## src/sv/rgpg_pkg.sv

```systemverilog
// shared types, constants and helpers for the radial glow pixel generator
// no dependencies; used by every module of the block
`default_nettype none

package rgpg_pkg;

   localparam int COORD_BITS    = 12;
   localparam int REG_BITS      = COORD_BITS + 1;
   localparam int SUM_BITS      = COORD_BITS + 2;
   localparam int OFS_BITS      = COORD_BITS + 3;
   localparam int SQ_BITS       = 2 * COORD_BITS + 4;
   localparam int SSUM_BITS     = 2 * COORD_BITS + 6;
   localparam int ROOT_INT_BITS = COORD_BITS + 3;
   localparam int DEN_BITS      = COORD_BITS + 6;

   localparam int NUM_SCALE = 5;
   localparam int DEN_SCALE = 19;

   localparam int OPA_BITS      = 9;
   localparam int OPA_FRAC_BITS = 8;
   localparam logic [OPA_BITS-1:0] OPA_FULL = 9'd256;

   localparam int CHAN_BITS  = 8;
   localparam int COLOR_BITS = 6;
   localparam logic [COLOR_BITS-1:0] GLOW_R = 6'h19;
   localparam logic [COLOR_BITS-1:0] GLOW_G = 6'h20;
   localparam logic [COLOR_BITS-1:0] GLOW_B = 6'h28;

   localparam int CSR_ADDR_BITS = 5;
   localparam int CSR_DATA_BITS = 32;
   localparam logic [REG_BITS-1:0] FRAME_WIDTH_RST  = 13'd640;
   localparam logic [REG_BITS-1:0] FRAME_HEIGHT_RST = 13'd480;

   typedef enum logic [2:0] {
      REG_RECT_LEFT,
      REG_RECT_TOP,
      REG_RECT_RIGHT,
      REG_RECT_BOTTOM,
      REG_GLOW_OPACITY,
      REG_FRAME_WIDTH,
      REG_FRAME_HEIGHT
   } reg_index_type;

   typedef struct packed {
      logic [COORD_BITS-1:0] pixel_x;
      logic [COORD_BITS-1:0] pixel_y;
   } req_type;

   typedef struct packed {
      logic                   write_enable;
      logic [3*CHAN_BITS-1:0] pixel_word;
   } rsp_type;

   typedef struct packed {
      logic valid;
      logic hit;
   } side_type;

   // request accept edge to result accept edge
   function automatic int latency(input int frac_bits);
      return ROOT_INT_BITS + 2 * frac_bits + 10;
   endfunction

endpackage

`default_nettype wire

```

## src/sv/rgpg_sqrt.sv

```systemverilog
// pipelined digit-by-digit square root, one root bit per stage
// depends on rgpg_pkg
`default_nettype none

module rgpg_sqrt #(
   parameter int FRAC_BITS = 16
) (
   input  logic                                          clock,
   input  logic                                          reset,
   input  rgpg_pkg::side_type                            up_side,
   input  logic [rgpg_pkg::SSUM_BITS-1:0]                radicand,
   output rgpg_pkg::side_type                            dn_side,
   output logic [rgpg_pkg::ROOT_INT_BITS+FRAC_BITS-1:0]  root
);

   localparam int ROOT_BITS = rgpg_pkg::ROOT_INT_BITS + FRAC_BITS;
   localparam int REM_BITS  = ROOT_BITS + 2;
   localparam int RAD_BITS  = rgpg_pkg::SSUM_BITS;
   localparam int STAGES    = ROOT_BITS;

   rgpg_pkg::side_type      side_ff [STAGES];
   logic [RAD_BITS-1:0]     rad_ff  [STAGES];
   logic [REM_BITS-1:0]     rem_ff  [STAGES];
   logic [ROOT_BITS-1:0]    root_ff [STAGES];

   for (genvar g = 0; g < STAGES; g++) begin : g_stage
      rgpg_pkg::side_type   side_prev;
      logic [RAD_BITS-1:0]  rad_prev;
      logic [REM_BITS-1:0]  rem_prev;
      logic [ROOT_BITS-1:0] root_prev;
      logic [REM_BITS-1:0]  rem_shift;
      logic [REM_BITS-1:0]  trial;
      logic                 take;
      logic [REM_BITS-1:0]  rem_in;
      logic [ROOT_BITS-1:0] root_in;
      logic [RAD_BITS-1:0]  rad_in;

      if (g == 0) begin : g_first
         assign side_prev = up_side;
         assign rad_prev  = radicand;
         assign rem_prev  = '0;
         assign root_prev = '0;
      end else begin : g_next
         assign side_prev = side_ff[g-1];
         assign rad_prev  = rad_ff[g-1];
         assign rem_prev  = rem_ff[g-1];
         assign root_prev = root_ff[g-1];
      end

      assign rem_shift = {rem_prev[REM_BITS-3:0], rad_prev[RAD_BITS-1 -: 2]};
      assign trial     = {root_prev, 2'b01};
      assign take      = rem_shift >= trial;
      assign rem_in    = take ? rem_shift - trial : rem_shift;
      assign root_in   = {root_prev[ROOT_BITS-2:0], take};
      assign rad_in    = rad_prev << 2;

      always_ff @(posedge clock) begin
         if (reset) begin
            side_ff[g] <= '0;
         end else begin
            side_ff[g] <= side_prev;
         end
      end

      always_ff @(posedge clock) begin
         rad_ff[g]  <= rad_in;
         rem_ff[g]  <= rem_in;
         root_ff[g] <= root_in;
      end
   end

   assign dn_side = side_ff[STAGES-1];
   assign root    = root_ff[STAGES-1];

endmodule

`default_nettype wire

```

## config.mk

```make
export PLATFORM = sky130hd
export DESIGN_NAME = rgpg_sqrt
export DESIGN_NICKNAME = d
export VERILOG_FILES = /design/src/sv/rgpg_pkg.sv /design/src/sv/rgpg_sqrt.sv
export SDC_FILE = /design/constraint.sdc
export NUM_CORES = 2
export LEC_CHECK = 0
export BUFFER_PORTS_ARGS = -buffer_cell sky130_fd_sc_hd__buf_2
export CAP_MARGIN = 30
export CORE_UTILIZATION = 50
export CTS_CLUSTER_DIAMETER = 50
export DETAILED_ROUTE_END_ITERATION = 16
export HOLD_SLACK_MARGIN = 0.05
export PLACE_DENSITY_LB_ADDON = 0.25
export SETUP_SLACK_MARGIN = 0.15
export SLEW_MARGIN = 25
export SYNTH_ARGS = -nofsm -noshare
export SYNTH_HDL_FRONTEND = slang
export SYNTH_SLANG_ARGS = --single-unit
```

## constraint.sdc

```tcl
create_clock -name clock -period 7.7 [get_ports clock]
set_clock_uncertainty 0.1 [all_clocks]
set_input_delay 0.385 -clock clock [delete_from_list [all_inputs] [get_ports clock]]
set_output_delay 0.385 -clock clock [all_outputs]
set_load 0.05 [all_outputs]
```

# Word-level counts from Yosys, hierarchy flattened
# Memory sizes are Yosys's and may differ from the RTL's.
# Index checks and enable logic that the tools add are counted.
# W data, S select, Z words.
[totals]
register_bits = 0
mem_bits_rw = 2914
memories = 4
[memory_table]
columns = ["name", "depth", "width", "rd", "rd_clocked_by_memory_dff", "wr", "line_no", "text"]
rows = [
  ["rem_ff", 31, 33, 30, 0, 31, "rgpg_sqrt.sv:23", "logic [REM_BITS-1:0] rem_ff [STAGES];"],
  ["root_ff", 31, 31, 31, 0, 31, "rgpg_sqrt.sv:24", "logic [ROOT_BITS-1:0] root_ff [STAGES];"],
  ["rad_ff", 31, 28, 30, 0, 31, "rgpg_sqrt.sv:22", "logic [RAD_BITS-1:0] rad_ff [STAGES];"],
  ["side_ff", 31, 2, 31, 0, 31, "rgpg_sqrt.sv:21", "rgpg_pkg::side_type side_ff [STAGES];"],
]
[op_classes]
addsub = 31
n_lt_le_gt_ge = 31
n_mux = 65
n_bitwise = 31
[ops]
columns = ["op", "count"]
rows = [
  ["$mux W33", 31],
  ["$ge A33 B33 Y1", 30],
  ["$sub A33 B33 Y33", 30],
  ["$mux W2", 31],
  ["$or A1 B1 Y1", 31],
  ["$mux W1", 3],
  ["$sub A2 B1 Y3 const B", 1],
  ["$ge A2 B1 Y1 const B", 1],
]

# Depth between registers and ports, before layout
[depth]
word_depth = 3
mapped_depth = 15

# Worst setup path before layout
# No wires, ideal clock.
[synth_timing]
path_type = "register to register"
startpoint = "memory root_ff[1][125] (netlist name)"
endpoint = "memory rem_ff[21][6] (netlist name)"
arrival_time_ns = 3.180
required_time_ns = 7.479
setup_slack_ns = 4.300
path_stages_with_launch = 13
n_path_buf = 2
synth_period_minus_slack_ns = 3.400
cell_sequence = "dfxtp_1 > inv_1 > ha_1 > a21o_1 > a21oi_1 > o21bai_1 > o41ai_1 > o41ai_1 > a221oi_1 > o31a_1 > buf_2 > clkbuf_1 > mux2_2"
[synth_rtl]
columns = ["element", "line_no"]
rows = [
  ["start: declaration", "rgpg_sqrt.sv:24"],
  ["end: declaration", "rgpg_sqrt.sv:23"],
]

==> results.py <==
metrics = {
    "setup_path": {
        "crit_type": "reg2reg",
        "critPathRequiredTime_ps": 8260,
        "critPathMaxFanout": 23,
        "setup.worst_path.start": "root_ff[1][342]",
        "worstReg2RegStart": "root_ff[1][342]",
        "reg2reg_depth": 14,
        "startpoint_type": "register",
        "r2r_slack_ps": 3350,
        "critical_path_arrival_ps": 4910,
        "r2r-end": "rem_ff[28][12]",
        "critPathCapture": "rem_ff[28][12]",
        "end_kind": "register",
    },
    "cts": {
        "cts_sinks": 1640,
        "cts_made_buffers": 176,
        "cts_tree": "built",
        "clk_pin_slew_ps": 60,
        "root_buffer": "clkbuf_16",
        "htree_levels": 4,
        "clk_latency_ps": 780,
        "clk_path_buf_depth": 3,
        "cts_setup_buffers": 0,
    },
    "timing": {
        "maxSlewHeadroom_pct": 37.1,
        "fin_crit_ps": 4350,
        "maxSlewViolCount": 0,
        "worst_pin_slew_ps": 936,
        "fin_hold_ws_ps": 134,
        "rsz0062_at_grt": "false",
        "period_share_pct": 56.4,
        "hold_viol_final": 0,
        "fmax_mhz": 230,
        "setup_violations": 0,
        "setup-tns-final_ps": 0,
    },
    "global_routing": {
        "antenna_found_initial": 3,
        "grt_pass1_vias": 48200,
        "track_usage_pct": 21.6,
        "grt.overflow.total": 0,
        "grt_pass1_wl_microns": 242000,
        "grt_max_degree": 63,
    },
    "yosys": {
        "synthDistinctLibCells": 83,
        "synth.top_cell.area_share_pct": 48.0,
        "synth_area_sq_um": 68300,
        "synth_edf_count": 0,
        "ys_seq_area_share_pct": 48.0,
        "synthCells": 7239,
        "ys_top_cells_by_area": "dfxtp_1, ha_1, xor2_1",
        "yosys.area.top_type": "dfxtp_1",
        "async_flop_share_pct": 0,
        "synthFlopType": "dfxtp_1",
        "syn_avg_cell_area_sq_um": 9.44,
        "synth-seq-cells": 1640,
        "ys_warn_count": 0,
        "syn_nets": 7785,
    },
    "routing": {
        "vias_per_cell": 5.27,
        "drc": 0,
        "drtAntennaViolNets": 0,
        "drtPass1Iterations": 6,
        "vias": 49300,
        "wl_per_cell_microns": 15.9,
        "drtIter0Drc": 2920,
        "wl_microns": 149000,
    },
    "layout": {
        "antenna_cells": 0,
        "n_fill_cell": 11800,
        "drive_gt1_share_pct": 7.09,
        "syn_to_final_growth_pct": 13.0,
        "final_nets": 7968,
    },
    "floorplan": {
        "coreArea_sq_um": 135000,
        "num_io_pins": 67,
        "die_w_microns": 372,
        "start_util_pct": 50.4,
        "fp.dieH_microns": 372,
        "die-area_sq_um": 138000,
        "rows": 135,
    },
    "placement": {
        "hpwlAfterDp_microns": 114000,
        "gp_congestion": 0.902,
        "portBuffers": 66,
    },
    "min_path": {
        "hold_class": "in2reg",
    },
    "status": {
        "status": "completed",
    },
    "pwr": {
        "total_leakage_power_nw": 36.8,
        "p_per_area_nw_per_um2": 320,
        "ir_worst_vdd_mv": 0.221,
    },
    "job": {
        "cap_violations": 0,
    },
}
## flip-flops by register name, summed over array words and instances (netlist names)
signal   cells
rad_ff     210
rem_ff     872
root_ff    496
side_ff     62
## cell type report
class	instances	area (sq um)	share of cell area (%)
clock buffer	238	5100	6.60
tap	1781	2230	2.89
multi-input combinational	4804	32600	42.2
clock inverter	90	1080	1.40
sequential	1640	32800	42.5
inverter	674	2530	3.28
timing repair buffer	126	896	1.16
## worst max-delay path: stages, from the launching register on
cell and delay, ps:
dfxtp_1 370, inv_1 60, ha_1 280, a211oi_1 340, nor4_1 120, a211oi_1 390
o21ai_0 340, a21oi_1 210, nor2b_1 60, o21ai_0 180, and2_1 740, inv_1 540
buf_8 300, o21ai_0 90, o21ai_0 90
## through the flow
step	utilization, %	total power, mW	area, sq um	instances	setup slack (ps)
2_1_floorplan	-	14.7	68300	7239	4300
3_3_place_gp	52.1	16.0	70600	8986	3270
6_report	57.0	24.7	77200	9353	3350
5_1_grt	57.0	26.0	77200	9353	2980
4_1_cts	57.0	24.9	77200	9351	3330
3_5_place_dp	52.2	16.1	70700	8990	3400
## worst min-delay path by stage
stage | end | slack [ps] | depth (start not counted) | start
after floorplan | rad_ff[0][100] | 210 | 0 | rad_ff[0][70]
after global placement | rad_ff[0][132] | 210 | 0 | rad_ff[0][102]
after detailed placement | rad_ff[0][306] | 210 | 0 | rad_ff[0][276]
after CTS | rad_ff[0][16] | 80 | 2 | radicand[16]
after global routing | rad_ff[0][2] | 100 | 2 | radicand[2]
final | rad_ff[0][16] | 130 | 2 | radicand[16]
## where the power goes
part	internal, mW	switching (mW)	total (mW)
registers	10.0	1.27	11.3
logic	2.16	2.55	4.71
clock network	5.20	3.48	8.68
## timing repair
action,in CTS,in global routing
hold endpoints to repair,33,48
hold buffers,33,1
resized for setup,0,0
## cell usage after synthesis, types with 41 or more instances
master and number:
a21o_1 160, a21oi_1 448, clkbuf_1 92, dfxtp_1 1640, ha_1 497, inv_1 668, mux2_2 59, nand2_1 538
nand2b_1 112, nand3_1 102, nand4_1 50, nor2_1 503, nor2b_1 141, nor3_1 192, nor4_1 110, o21a_1 100
o21ai_0 443, o31ai_1 64, or2_2 41, or3_1 72, or4_1 59, xnor2_1 315, xor2_1 343
## routing by layer
| layer | vias to the layer above | global-route usage [%] | share of wire (%) |
|---|---|---|---|
| met3 | 344 | 3.04 | 3.7 |
| li1 | 25100 | - | - |
| met5 | - | 0 | 0 |
| met4 | 0 | 8.87 | 3.8 |
| met2 | 1037 | 37.7 | 48 |
| met1 | 22800 | 26.5 | 44 |
## cells by family after synthesis
logic type / after synthesis / share of synthesized area [%]
AND/OR/NAND/NOR: 2049 / 14.8
flip-flops: 1640 / 48.0
AO/OA/AOI/OAI: 1514 / 13.6
buffers and inverters: 795 / 4.40
XOR/XNOR: 658 / 8.43
adder cells (fa/ha/maj): 512 / 9.54
multiplexers: 70 / 1.14
other: 1 / 0.00549
## layout by cell type (no fill, tap or decap), types with 100 or more instances in the layout
master,netlist,final
nand2_1,538,538
a21oi_1,448,444
nor4_1,110,109
nor3_1,192,192
xnor2_1,315,315
a21o_1,160,160
nor2b_1,141,141
clkbuf_16,0,183
o21ai_0,443,443
xor2_1,343,343
o21a_1,100,100
ha_1,497,497
inv_1,668,668
nand3_1,102,101
nor2_1,503,501
nand2b_1,112,112
dfxtp_1,1640,1640
No activity file was read; power rests on OpenSTA's default activity.
