[src/sv/rgpg_pkg.sv]
// shared types, constants and helpers for the radial glow pixel generator
// no dependencies; used by every module of the block
`default_nettype none

package rgpg_pkg;

   localparam int COORD_BITS    = 12;
   localparam int REG_BITS      = COORD_BITS + 1;
   localparam int SUM_BITS      = COORD_BITS + 2;
   localparam int OFS_BITS      = COORD_BITS + 3;
   localparam int SQ_BITS       = 2 * COORD_BITS + 4;
   localparam int SSUM_BITS     = 2 * COORD_BITS + 6;
   localparam int ROOT_INT_BITS = COORD_BITS + 3;
   localparam int DEN_BITS      = COORD_BITS + 6;

   localparam int NUM_SCALE = 5;
   localparam int DEN_SCALE = 19;

   localparam int OPA_BITS      = 9;
   localparam int OPA_FRAC_BITS = 8;
   localparam logic [OPA_BITS-1:0] OPA_FULL = 9'd256;

   localparam int CHAN_BITS  = 8;
   localparam int COLOR_BITS = 6;
   localparam logic [COLOR_BITS-1:0] GLOW_R = 6'h19;
   localparam logic [COLOR_BITS-1:0] GLOW_G = 6'h20;
   localparam logic [COLOR_BITS-1:0] GLOW_B = 6'h28;

   localparam int CSR_ADDR_BITS = 5;
   localparam int CSR_DATA_BITS = 32;
   localparam logic [REG_BITS-1:0] FRAME_WIDTH_RST  = 13'd640;
   localparam logic [REG_BITS-1:0] FRAME_HEIGHT_RST = 13'd480;

   typedef enum logic [2:0] {
      REG_RECT_LEFT,
      REG_RECT_TOP,
      REG_RECT_RIGHT,
      REG_RECT_BOTTOM,
      REG_GLOW_OPACITY,
      REG_FRAME_WIDTH,
      REG_FRAME_HEIGHT
   } reg_index_type;

   typedef struct packed {
      logic [COORD_BITS-1:0] pixel_x;
      logic [COORD_BITS-1:0] pixel_y;
   } req_type;

   typedef struct packed {
      logic                   write_enable;
      logic [3*CHAN_BITS-1:0] pixel_word;
   } rsp_type;

   typedef struct packed {
      logic valid;
      logic hit;
   } side_type;

   // request accept edge to result accept edge
   function automatic int latency(input int frac_bits);
      return ROOT_INT_BITS + 2 * frac_bits + 10;
   endfunction

endpackage

`default_nettype wire

[src/sv/rgpg_div.sv]
// pipelined restoring divider: range check stage, then one quotient bit per stage
// depends on rgpg_pkg; clears the hit flag when the quotient reaches one
`default_nettype none

module rgpg_div #(
   parameter int FRAC_BITS = 16
) (
   input  logic                                     clock,
   input  logic                                     reset,
   input  rgpg_pkg::side_type                       up_side,
   input  logic [rgpg_pkg::DEN_BITS+FRAC_BITS-1:0]  numer,
   input  logic [rgpg_pkg::DEN_BITS-1:0]            denom,
   output rgpg_pkg::side_type                       dn_side,
   output logic [FRAC_BITS-1:0]                     quot
);

   localparam int NUM_BITS = rgpg_pkg::DEN_BITS + FRAC_BITS;
   localparam int STAGES   = FRAC_BITS + 1;

   rgpg_pkg::side_type   side_ff [STAGES];
   logic [NUM_BITS-1:0]  rem_ff  [STAGES];
   logic [FRAC_BITS-1:0] quot_ff [STAGES];

   logic [NUM_BITS-1:0]  limit;
   logic                 fits;
   rgpg_pkg::side_type   side_first_in;

   assign limit = {denom, {FRAC_BITS{1'b0}}};
   assign fits  = numer < limit;

   always_comb begin
      side_first_in     = up_side;
      side_first_in.hit = up_side.hit & fits;
   end

   always_ff @(posedge clock) begin
      if (reset) begin
         side_ff[0] <= '0;
      end else begin
         side_ff[0] <= side_first_in;
      end
   end

   always_ff @(posedge clock) begin
      rem_ff[0]  <= numer;
      quot_ff[0] <= '0;
   end

   for (genvar g = 1; g < STAGES; g++) begin : g_step
      logic [NUM_BITS-1:0]  sub_val;
      logic                 take;
      logic [NUM_BITS-1:0]  rem_in;
      logic [FRAC_BITS-1:0] quot_in;

      assign sub_val = NUM_BITS'(denom) << (FRAC_BITS - g);
      assign take    = rem_ff[g-1] >= sub_val;
      assign rem_in  = take ? rem_ff[g-1] - sub_val : rem_ff[g-1];
      assign quot_in = {quot_ff[g-1][FRAC_BITS-2:0], take};

      always_ff @(posedge clock) begin
         if (reset) begin
            side_ff[g] <= '0;
         end else begin
            side_ff[g] <= side_ff[g-1];
         end
      end

      always_ff @(posedge clock) begin
         rem_ff[g]  <= rem_in;
         quot_ff[g] <= quot_in;
      end
   end

   assign dn_side = side_ff[STAGES-1];
   assign quot    = quot_ff[STAGES-1];

endmodule

`default_nettype wire

[config.mk]
export PLATFORM = sky130hd
export DESIGN_NAME = rgpg_div
export DESIGN_NICKNAME = d
export VERILOG_FILES = /design/src/sv/rgpg_pkg.sv /design/src/sv/rgpg_div.sv
export SDC_FILE = /design/constraint.sdc
export NUM_CORES = 1
export LEC_CHECK = 0
export ABC_AREA = 1
export BUFFER_PORTS_ARGS = -buffer_cell sky130_fd_sc_hd__buf_4
export CORE_ASPECT_RATIO = 0.5
export CORE_MARGIN = 4
export CORE_UTILIZATION = 45
export DETAILED_ROUTE_END_ITERATION = 7
export HOLD_SLACK_MARGIN = 0.05
export SLEW_MARGIN = 0
export SYNTH_ARGS = -nofsm -noshare
export SYNTH_HDL_FRONTEND = slang
export SYNTH_SLANG_ARGS = --single-unit
[constraint.sdc]
create_clock -name clock -period 4.3 [get_ports clock]
set_clock_uncertainty 0.15 [all_clocks]
set_input_delay 0.86 -clock clock [delete_from_list [all_inputs] [get_ports clock]]
set_output_delay 0.86 -clock clock [all_outputs]
set_load 0.1 [all_outputs]
== After elaboration in Yosys (flattened, before gate mapping) ==
Memories as Yosys holds them, arrays and structs flattened.
Cells that the tools add are included.

* Bits in registers: 0
* Memory bits (writable): 884
* Output and inout port bits: 18
* Word-level logic and storage cells: 90
* Memories kept: 3

{| class="wikitable"
|+ Memories
! memory !! words !! bits a word !! read ports !! clocked after memory_dff !! write ports !! line !! RTL
|-
| rem_ff || 17 || 34 || 16 || 0 || 17 || rgpg_div.sv:21 || <nowiki>logic [NUM_BITS-1:0] rem_ff [STAGES];</nowiki>
|-
| quot_ff || 17 || 16 || 17 || 0 || 17 || rgpg_div.sv:22 || <nowiki>logic [FRAC_BITS-1:0] quot_ff [STAGES];</nowiki>
|-
| side_ff || 17 || 2 || 17 || 0 || 17 || rgpg_div.sv:20 || <nowiki>rgpg_pkg::side_type side_ff [STAGES];</nowiki>
|}

* Add/sub/neg operators: 16
* Magnitude comparators: 17
* Multiplexer cells: 36
* Bitwise logic cells: 18

{| class="wikitable"
|+ Operator list
! kind !! number
|-
| $mux W34 || 16
|-
| $ge A34 B18 Y1 || 1
|-
| $ge A34 B19 Y1 || 1
|-
| $ge A34 B20 Y1 || 1
|-
| $ge A34 B21 Y1 || 1
|-
| $ge A34 B22 Y1 || 1
|-
| $ge A34 B23 Y1 || 1
|-
| $ge A34 B24 Y1 || 1
|-
| $ge A34 B25 Y1 || 1
|-
| $ge A34 B26 Y1 || 1
|-
| $ge A34 B27 Y1 || 1
|-
| $ge A34 B28 Y1 || 1
|-
| $ge A34 B29 Y1 || 1
|-
| $ge A34 B30 Y1 || 1
|-
| $ge A34 B31 Y1 || 1
|-
| $ge A34 B32 Y1 || 1
|-
| $ge A34 B33 Y1 || 1
|-
| $lt A34 B34 Y1 || 1
|-
| $mux W2 || 17
|-
| $sub A34 B18 Y34 || 1
|-
| $sub A34 B19 Y34 || 1
|-
| $sub A34 B20 Y34 || 1
|-
| $sub A34 B21 Y34 || 1
|-
| $sub A34 B22 Y34 || 1
|-
| other kinds (14) || 32
|}

== Logic depth before layout (Yosys ltp) ==
Gate-level depths: netlist (run 1).

* Depth after elaboration: 3
* Mapped depth: 16
* Depth with buffers taken out: 15

== Worst setup path before layout (run 1) ==
No wires, ideal clock.

* Path kind: input -> register
* Start point: input port denom[10] (netlist name)
* End point: memory rem_ff[0][464] (netlist name)
* Setup time: 0.115 ns
* Arrival: 2.580 ns
* Slack: 1.454 ns
* Stages: 14
* Path buffers: 2
* Path through: inv_1 ha_1 nand2_1 inv_1 nand2_1 nand2_1 nand2_1 nand2_1 a21oi_2 nand2_2 nor2_2 buf_6 buf_6 a21oi_2

{| class="wikitable"
|+ RTL lines
! what !! line !! RTL
|-
| start, declared || rgpg_div.sv:12 || <nowiki>input logic [rgpg_pkg::DEN_BITS-1:0] denom,</nowiki>
|-
| end, declared || rgpg_div.sv:21 ||
|}

==> insert_results.sql, run 1 <==
INSERT INTO impl_metrics (metric_group, metric, value, unit) VALUES
('critical_path', 'timing.critical_path.required', '4.75', 'ns'),
('detailed_routing', 'via_count', '41979', ''),
('sta', 'timing.hold.ws', '0.127', 'ns'),
('outcome', 'run_status', 'finished clean', ''),
('clocking', 'clock_tree.root_cell', 'sky130_fd_sc_hd__clkbuf_16', ''),
('yosys', 'post_synth_num_cell_types', '50', ''),
('critical_path', 'timing.reg2reg.setup_slack', '1.30', 'ns'),
('detailed_routing', 'ant_nets', '0', ''),
('sta', 'setup_viol_count_final', '0', ''),
('power_and_ir_drop', 'cellLeakagePower', '25.4', 'nW'),
('sta', 'slew_viol_final', '0', ''),
('grt', 'number_of_antenna_violations_at_the_first_check_in_global_routing', '2', ''),
('cells_and_area', 'layout_commonest_cell', 'sky130_fd_sc_hd__nand2_1', ''),
('clocking', 'cts_repair_resize_count', '0', ''),
('cells_and_area', 'mostFrequentLayoutCells', 'sky130_fd_sc_hd__nand2_1, sky130_fd_sc_hd__inv_1, sky130_fd_sc_hd__dfxtp_1', ''),
('floorplanning', 'die_x', '449', 'um'),
('cells_and_area', 'final_net_count', '7286', ''),
('grt', 'grt_pass1_wl', '223000', 'um'),
('grt', 'grt_max_degree', '41', ''),
('floorplanning', 'coreArea', '95800', 'um2'),
('clocking', 'cts-buffers-inserted', '71', ''),
('cells_and_area', 'area.growth.synth_to_final', '10.5', '%'),
('detailed_routing', 'detailroute.wirelength.met2', '62000', 'um'),
('min_path', 'hold_path.class', 'primary input to flip-flop', ''),
('floorplanning', 'floorplan.initialDensity', '0.456', ''),
('sta', 'worst_slew_pin_slew', '0.752', 'ns'),
('clocking', 'insertion_delay', '0.67', 'ns'),
('placed_design', 'port_buffers', '73', ''),
('yosys', 'synth.ff_latch_count', '714', ''),
('floorplanning', 'floorplan.die.height', '228', 'um'),
('floorplanning', 'num_rows', '80', ''),
('detailed_routing', 'detail_route.wirelength.met1', '70900', 'um'),
('yosys', 'yosysWarningCount', '0', ''),
('sta', 'fin_crit_period', '3.18', 'ns'),
('grt', 'globalRouteOverflowTotal', '0', ''),
('sta', 'fin_crit_sh', '0.739', ''),
('grt', 'number_of_global_route_vias_before_repair', '38953', ''),
('clocking', 'cts_hold_buffers', '0', ''),
('power_and_ir_drop', 'cellPowerDensity', '766', 'nW/um2'),
('detailed_routing', 'drtIter0Drc', '3615', ''),
('cells_and_area', 'n_antenna_cell', '0', ''),
('clocking', 'ctsHtreeMaxLevel', '3', ''),
('sta', 'final_hold_viol_count', '0', ''),
('grt', 'track_usage', '0.277', ''),
('critical_path', 'path_max_fanout', '22', ''),
('run', 'maxCapViolations', '0', ''),
('clocking', 'clock-sinks', '714', ''),
('yosys', 'async_flop_share', '0', ''),
('cells_and_area', 'drive_gt1_frac', '0.0637', ''),
('yosys', 'synth_cells', '6774', ''),
('placed_design', 'dpl_wire_length', '118000', 'um'),
('critical_path', 'critical_path_class', 'primary input to flip-flop', ''),
('power_and_ir_drop', 'finalPower', '0.0370', 'W'),
('detailed_routing', 'met3WireLength', '9610', 'um'),
('sta', 'timing.setup.tns', '0', 'ns'),
('sta', 'grt_setup_unrepaired', 'false', ''),
('clocking', 'cts_tree', 'yes', ''),
('detailed_routing', 'dr.max_layer_used', 'met4', ''),
('yosys', 'mappedNetlistArea', '43700', 'um2'),
('critical_path', 'cp.arrival', '3.62', 'ns'),
('floorplanning', 'design.portCount', '74', ''),
('yosys', 'syn_avg_cell_area', '6.45', 'um2'),
('detailed_routing', 'wl', '146000', 'um'),
('clocking', 'worst_setup_hold_path_clk_slew', '0.08', 'ns'),
('placed_design', 'replace_congestion', '0.965', ''),
('power_and_ir_drop', 'max-vdd-ir-drop', '0.331', 'mV'),
('detailed_routing', 'route.detailed.drc', '0', ''),
('yosys', 'synth_flop_cell', 'sky130_fd_sc_hd__dfxtp_1', ''),
('critical_path', 'end_kind', 'flip-flop', ''),
('detailed_routing', 'routed_via_density', '5.10', ''),
('clocking', 'cts_post_setup_buffers_inserted', '0', ''),
('yosys', 'synth-edff-count', '0', ''),
('sta', 'relSlewSlack', '0.498', ''),
('detailed_routing', 'drt-pass1-iter-count', '8', ''),
('detailed_routing', 'routed_wire_length_per_instance', '17.8', 'um'),
('clocking', 'max-clock-path-buffers', '3', ''),
('sta', 'max_freq', '315', 'MHz'),
('floorplanning', 'fp.dieArea', '102000', 'um2'),
('yosys', 'synthesis.nets', '7150', ''),
('critical_path', 'start_kind', 'primary input', ''),
('yosys', 'ys_seq_area_frac', '0.327', ''),
('cells_and_area', 'fillCellCount', '9829', '');
[cell families after synthesis]
logic type,after synthesis,share of synthesized area
compound gates,471,0.0641
flops,714,0.327
buf+inv,1132,0.105
fa+ha+maj,320,0.0942
simple gates,3972,0.377
xor+xnor,165,0.0331
[registers in the layout (all words and copies together) (netlist names)]
name     cells
quot_ff    136
rem_ff     544
side_ff     34
[path summary, 6_finish.rpt]
path | startpoint | to | cells past startpoint
max | denom[7] | rem_ff[0][131]$_DFF_P_ | 15
min | numer[7] | rem_ff[0][7]$_DFF_P_ | 1
max reg2reg | rem_ff[0][15]$_DFF_P_ | rem_ff[0][62]$_DFF_P_ | 13
min reg2reg | quot_ff[9][4]$_DFF_P_ | quot_ff[10][5]$_DFF_P_ | 0
[metal layers]
metal / up-vias / global-route usage
met5: - / 0
met4: 0 / 0.0751
met3: 222 / 0.0392
met1: 19134 / 0.401
met2: 1272 / 0.429
li1: 21351 / -
[metrics by stage]
stage	cells	setup slack, ns	util	area (um2)
global placement	8108	0.469	0.478	45700
CTS	8239	1.20	0.504	48300
detailed placement	8108	0.492	0.478	45700
finish	8239	1.12	0.504	48300
floorplan	6774	1.45	-	43700
global route	8239	0.995	0.504	48300
[critical path: stages]
cell and delay, ns:
sky130_fd_sc_hd__buf_4 0.11, sky130_fd_sc_hd__inv_1 0.41, sky130_fd_sc_hd__buf_4 0.28, sky130_fd_sc_hd__ha_1 0.32, sky130_fd_sc_hd__nand2_2 0.14, sky130_fd_sc_hd__inv_1 0.05
sky130_fd_sc_hd__a21oi_1 0.20, sky130_fd_sc_hd__nor2_1 0.07, sky130_fd_sc_hd__nor2_1 0.11, sky130_fd_sc_hd__nand2_1 0.09, sky130_fd_sc_hd__nand2_1 0.08, sky130_fd_sc_hd__nand2_2 0.31
sky130_fd_sc_hd__inv_4 0.35, sky130_fd_sc_hd__nand2_1 0.09, sky130_fd_sc_hd__nand2_1 0.14
[Yosys cell counts (15+ instances only)]
library cell,number,area (um2)
sky130_fd_sc_hd__nor3_1,73,365
sky130_fd_sc_hd__nor2_1,600,2250
sky130_fd_sc_hd__nand3_1,421,2110
sky130_fd_sc_hd__o21bai_1,26,195
sky130_fd_sc_hd__nand3b_1,41,308
sky130_fd_sc_hd__xnor2_1,28,245
sky130_fd_sc_hd__nand2_1,2589,9720
sky130_fd_sc_hd__nor2_2,34,213
sky130_fd_sc_hd__xor2_1,137,1200
sky130_fd_sc_hd__a21oi_2,72,631
sky130_fd_sc_hd__a21oi_1,243,1220
sky130_fd_sc_hd__o21ai_0,91,455
sky130_fd_sc_hd__inv_1,1052,3950
sky130_fd_sc_hd__nand2_2,22,138
sky130_fd_sc_hd__o21ai_2,15,131
sky130_fd_sc_hd__dfxtp_1,714,14300
sky130_fd_sc_hd__fa_1,15,300
sky130_fd_sc_hd__buf_6,27,304
sky130_fd_sc_hd__ha_1,305,3820
sky130_fd_sc_hd__nand4_1,137,857
sky130_fd_sc_hd__buf_4,17,128
[where the power goes]
| part | internal [W] | switching [W] | total, W |
|---|---|---|---|
| Combinational | 0.00642 | 0.0128 | 0.0193 |
| Clock | 0.00384 | 0.00294 | 0.00678 |
| Sequential | 0.00891 | 0.00201 | 0.0109 |
| Total | 0.0192 | 0.0178 | 0.0370 |
[area by class of cell]
type	instances	area (um2)	share of cell area
Timing Repair Buffer	126	1020	0.0212
Tap cell	1271	1590	0.0330
Clock inverter	40	519	0.0108
Sequential cell	714	14300	0.296
Inverter	1069	4020	0.0833
Multi-Input combinational cell	4928	24800	0.514
Clock buffer	91	1990	0.0413
No activity file was read; power rests on OpenSTA's default activity.
==> inputs of run 2 (changes only) <==
clock period = 2.7 ns   (was 4.3 ns; I/O delays follow)
==> run 2 against run 1 <==
Against the previous run: sequential power rose by 60%; combinational power grew 91%; routed wire length is 2.6% higher; sequential share of layout area down 3.5 points; global-route usage increased by 1.0 points; clock power is 64% higher; utilization up 6.8 points; via count is 5.6% higher; register-to-register slack got worse by 1.0 ns; hold slack gained 0.042 ns; first-iteration DRC count fell by 6.7%; largest cell class unchanged; largest power group unchanged.
==> insert_results.sql, run 2 (synthesis gave the netlist of run 1 again) <==
INSERT INTO impl_metrics (metric_group, metric, value, unit) VALUES
('power_and_ir_drop', 'sw_ratio', '0.449', ''),
('clocking', 'cts_tree', 'yes', ''),
('placed_design', 'replace_congestion', '0.973', ''),
('critical_path', 'cp.arrival', '2.84', 'ns'),
('sta', 'final_critical_path_setup_slack', '0.267', 'ns'),
('power_and_ir_drop', 'combPwrFrac', '0.564', ''),
('clocking', 'cts-buffers-inserted', '70', ''),
('placed_design', 'port_buffers', '73', ''),
('sta', 'setup_viol_count_final', '0', ''),
('cells_and_area', 'final_net_count', '8063', ''),
('detailed_routing', 'routed_wire_length_per_instance', '16.7', 'um'),
('detailed_routing', 'drt-pass1-iter-count', '6', ''),
('cells_and_area', 'largest_register_ff_count', '544', ''),
('sta', 'max_freq', '411', 'MHz'),
('grt', 'number_of_global_route_vias_before_repair', '42534', ''),
('sta', 'grt_setup_unrepaired', 'false', ''),
('cells_and_area', 'n_antenna_cell', '0', ''),
('power_and_ir_drop', 'max-vdd-ir-drop', '0.768', 'mV'),
('power_and_ir_drop', 'p_int', '0.0361', 'W'),
('detailed_routing', 'ant_nets', '0', ''),
('power_and_ir_drop', 'finalPower', '0.0654', 'W'),
('cells_and_area', 'core_occupancy_in_the_finished_layout', '0.572', ''),
('critical_path', 'worst_path_most_repeated_cell', 'sky130_fd_sc_hd__nand2_1', ''),
('grt', 'number_of_antenna_violations_at_the_first_check_in_global_routing', '2', ''),
('sta', 'timing.hold.ws', '0.170', 'ns'),
('cells_and_area', 'layout_commonest_cell', 'sky130_fd_sc_hd__nand2_1', ''),
('detailed_routing', 'drtIter0Drc', '3374', ''),
('critical_path', 'crit_path_top_delay_cell', 'sky130_fd_sc_hd__fa_1', ''),
('floorplanning', 'coreArea', '95800', 'um2'),
('cells_and_area', 'largest_register', 'rem_ff', ''),
('clocking', 'insertion_delay', '0.66', 'ns'),
('power_and_ir_drop', 'pwr-share-seq', '0.266', ''),
('cells_and_area', 'finalInstanceArea', '54800', 'um2'),
('detailed_routing', 'via_count', '44325', ''),
('critical_path', 'critical_path.n_buffers_inverters', '3', ''),
('floorplanning', 'design.portCount', '74', ''),
('floorplanning', 'die_x', '449', 'um'),
('grt', 'grt_max_degree', '35', ''),
('placed_design', 'dpl_worst_slack', '-0.270', 'ns'),
('clocking', 'clock_tree.root_cell', 'sky130_fd_sc_hd__clkbuf_16', ''),
('critical_path', 'critical_path_class', 'flip-flop to flip-flop', ''),
('critical_path', 'timing.critical_path.required', '3.11', 'ns'),
('sta', 'slew_viol_final', '0', ''),
('grt', 'globalRouteOverflowTotal', '0', ''),
('critical_path', 'start_kind', 'flip-flop', ''),
('cells_and_area', 'layout_top_registers', 'rem_ff: 544 flops, quot_ff: 136 flops, side_ff: 34 flops', ''),
('power_and_ir_drop', 'clkPwrFrac', '0.170', ''),
('sta', 'final_hold_viol_count', '0', ''),
('cells_and_area', 'drive_gt1_frac', '0.153', ''),
('power_and_ir_drop', 'cellLeakagePower', '29.4', 'nW'),
('power_and_ir_drop', 'cellPowerDensity', '1190', 'nW/um2'),
('floorplanning', 'floorplan.initialDensity', '0.456', ''),
('sta', 'fin_crit_sh', '0.901', ''),
('outcome', 'run_status', 'finished clean', ''),
('run', 'maxCapViolations', '0', ''),
('cells_and_area', 'area.growth.synth_to_final', '25.4', '%'),
('critical_path', 'critical-path-max-stage-delay', '0.42', 'ns'),
('grt', 'grt_pass1_wl', '233000', 'um'),
('min_path', 'hold_path.class', 'flip-flop to flip-flop', ''),
('sta', 'relSlewSlack', '0.615', ''),
('clocking', 'worst_setup_hold_path_clk_slew', '0.08', 'ns'),
('floorplanning', 'fp.dieArea', '102000', 'um2'),
('sta', 'worst_slew_pin_slew', '0.571', 'ns'),
('placed_design', 'dpl_wire_length', '123000', 'um'),
('detailed_routing', 'routed_via_density', '4.92', ''),
('floorplanning', 'num_rows', '80', ''),
('detailed_routing', 'wl', '150000', 'um'),
('placed_design', 'placedInstanceArea', '51900', 'um2'),
('clocking', 'clock-sinks', '714', ''),
('floorplanning', 'floorplan.die.height', '228', 'um'),
('clocking', 'ctsHtreeMaxLevel', '3', ''),
('critical_path', 'timing.critical_path.max_delay_family', 'simple AND/OR/NAND/NOR gates', ''),
('critical_path', 'path_max_fanout', '14', ''),
('cells_and_area', 'mostFrequentLayoutCells', 'sky130_fd_sc_hd__nand2_1, sky130_fd_sc_hd__inv_1, sky130_fd_sc_hd__buf_4', ''),
('clocking', 'cts_post_setup_buffers_inserted', '0', ''),
('power_and_ir_drop', 'net-switching-power', '0.0294', 'W'),
('detailed_routing', 'route.detailed.drc', '0', ''),
('critical_path', 'crit_chain', 'inv_1, ha_1, fa_1, inv_1, nand3_1, nand3_1, nand2_1, nand2_1, nand2_1, nand2_1, nand2_1, nand2_2, buf_4, nand2_1, o21ai_0', ''),
('critical_path', 'end_kind', 'flip-flop', ''),
('grt', 'track_usage', '0.287', ''),
('clocking', 'max-clock-path-buffers', '3', ''),
('sta', 'fin_crit_period', '2.43', 'ns');
## run 2: cell count changes in the layout (fill, tap and decap cells not counted), sizes merged
cell	before	now
inv	1083	1074
clkinv	16	15
bufinv	8	13
buf	126	868
clkinvlp	2	7
dlygate4sd3	0	36
clkbuf	91	87
## run 2: repair_timing
| action | CTS | global route |
|---|---|---|
| resized for setup | 0 | 0 |
| endpoints found under the hold margin | 40 | 0 |
| setup endpoints to repair | 0 | 0 |
| hold buffers | 36 | 0 |
## run 2: area by class of cell
cell class / instances / area [um2]
clock buffers: 87 / 1950
clock inverters: 40 / 647
fillers: 9475 / 41000
inverters: 1069 / 4020
multi-input cells: 4928 / 24800
flip-flops and latches: 714 / 14300
well taps: 1271 / 1590
repair buffers: 904 / 7490
## run 2: metrics by stage
step	TNS, ns	instances
global placement	-36.02	8850
finish	0	9013
detailed placement	-41.76	8850
CTS	0	9013
floorplan	0	6774
global route	0	9013
## run 2: worst paths after layout
path / from / end / slack (ns) / cells after the start
setup / recovery: rem_ff[0][48]$_DFF_P_ / rem_ff[0][83]$_DFF_P_ / 0.27 / 15
hold / removal: quot_ff[15][6]$_DFF_P_ / quot_ff[16][7]$_DFF_P_ / 0.17 / 0
hold reg to reg: quot_ff[15][6]$_DFF_P_ / quot_ff[16][7]$_DFF_P_ / 0.17 / 0
setup reg to reg: rem_ff[0][48]$_DFF_P_ / rem_ff[0][83]$_DFF_P_ / 0.27 / 15
## run 2: worst reg2reg max path: stages, from the launching register on
cell                      delay (ns)
sky130_fd_sc_hd__dfxtp_1        0.31
sky130_fd_sc_hd__inv_1          0.05
sky130_fd_sc_hd__ha_1           0.20
sky130_fd_sc_hd__fa_1           0.42
sky130_fd_sc_hd__inv_1          0.10
sky130_fd_sc_hd__nand3_1        0.09
sky130_fd_sc_hd__nand3_1        0.11
sky130_fd_sc_hd__nand2_1        0.06
sky130_fd_sc_hd__nand2_1        0.08
sky130_fd_sc_hd__nand2_1        0.06
sky130_fd_sc_hd__nand2_1        0.10
sky130_fd_sc_hd__nand2_1        0.07
sky130_fd_sc_hd__nand2_2        0.10
sky130_fd_sc_hd__buf_4          0.21
sky130_fd_sc_hd__nand2_1        0.06
sky130_fd_sc_hd__o21ai_0        0.13
## run 2: power by group through the flow
stage	logic, W	clock network [W]	registers (W)
floorplan	0.0228	0	0.0160
global placement	0.0360	0	0.0176
detailed placement	0.0363	0	0.0176
CTS	0.0366	0.0114	0.0174
global route	0.0415	0.0118	0.0176
finish	0.0369	0.0111	0.0174
## run 2: metal layers
layer  vias up  global-route usage  part of all wire
li1      22891                   -                 -
met1     20049               0.400              0.48
met2      1159               0.464              0.44
met3       226              0.0366             0.054
met4         0              0.0845             0.032
met5         -                   0                 0
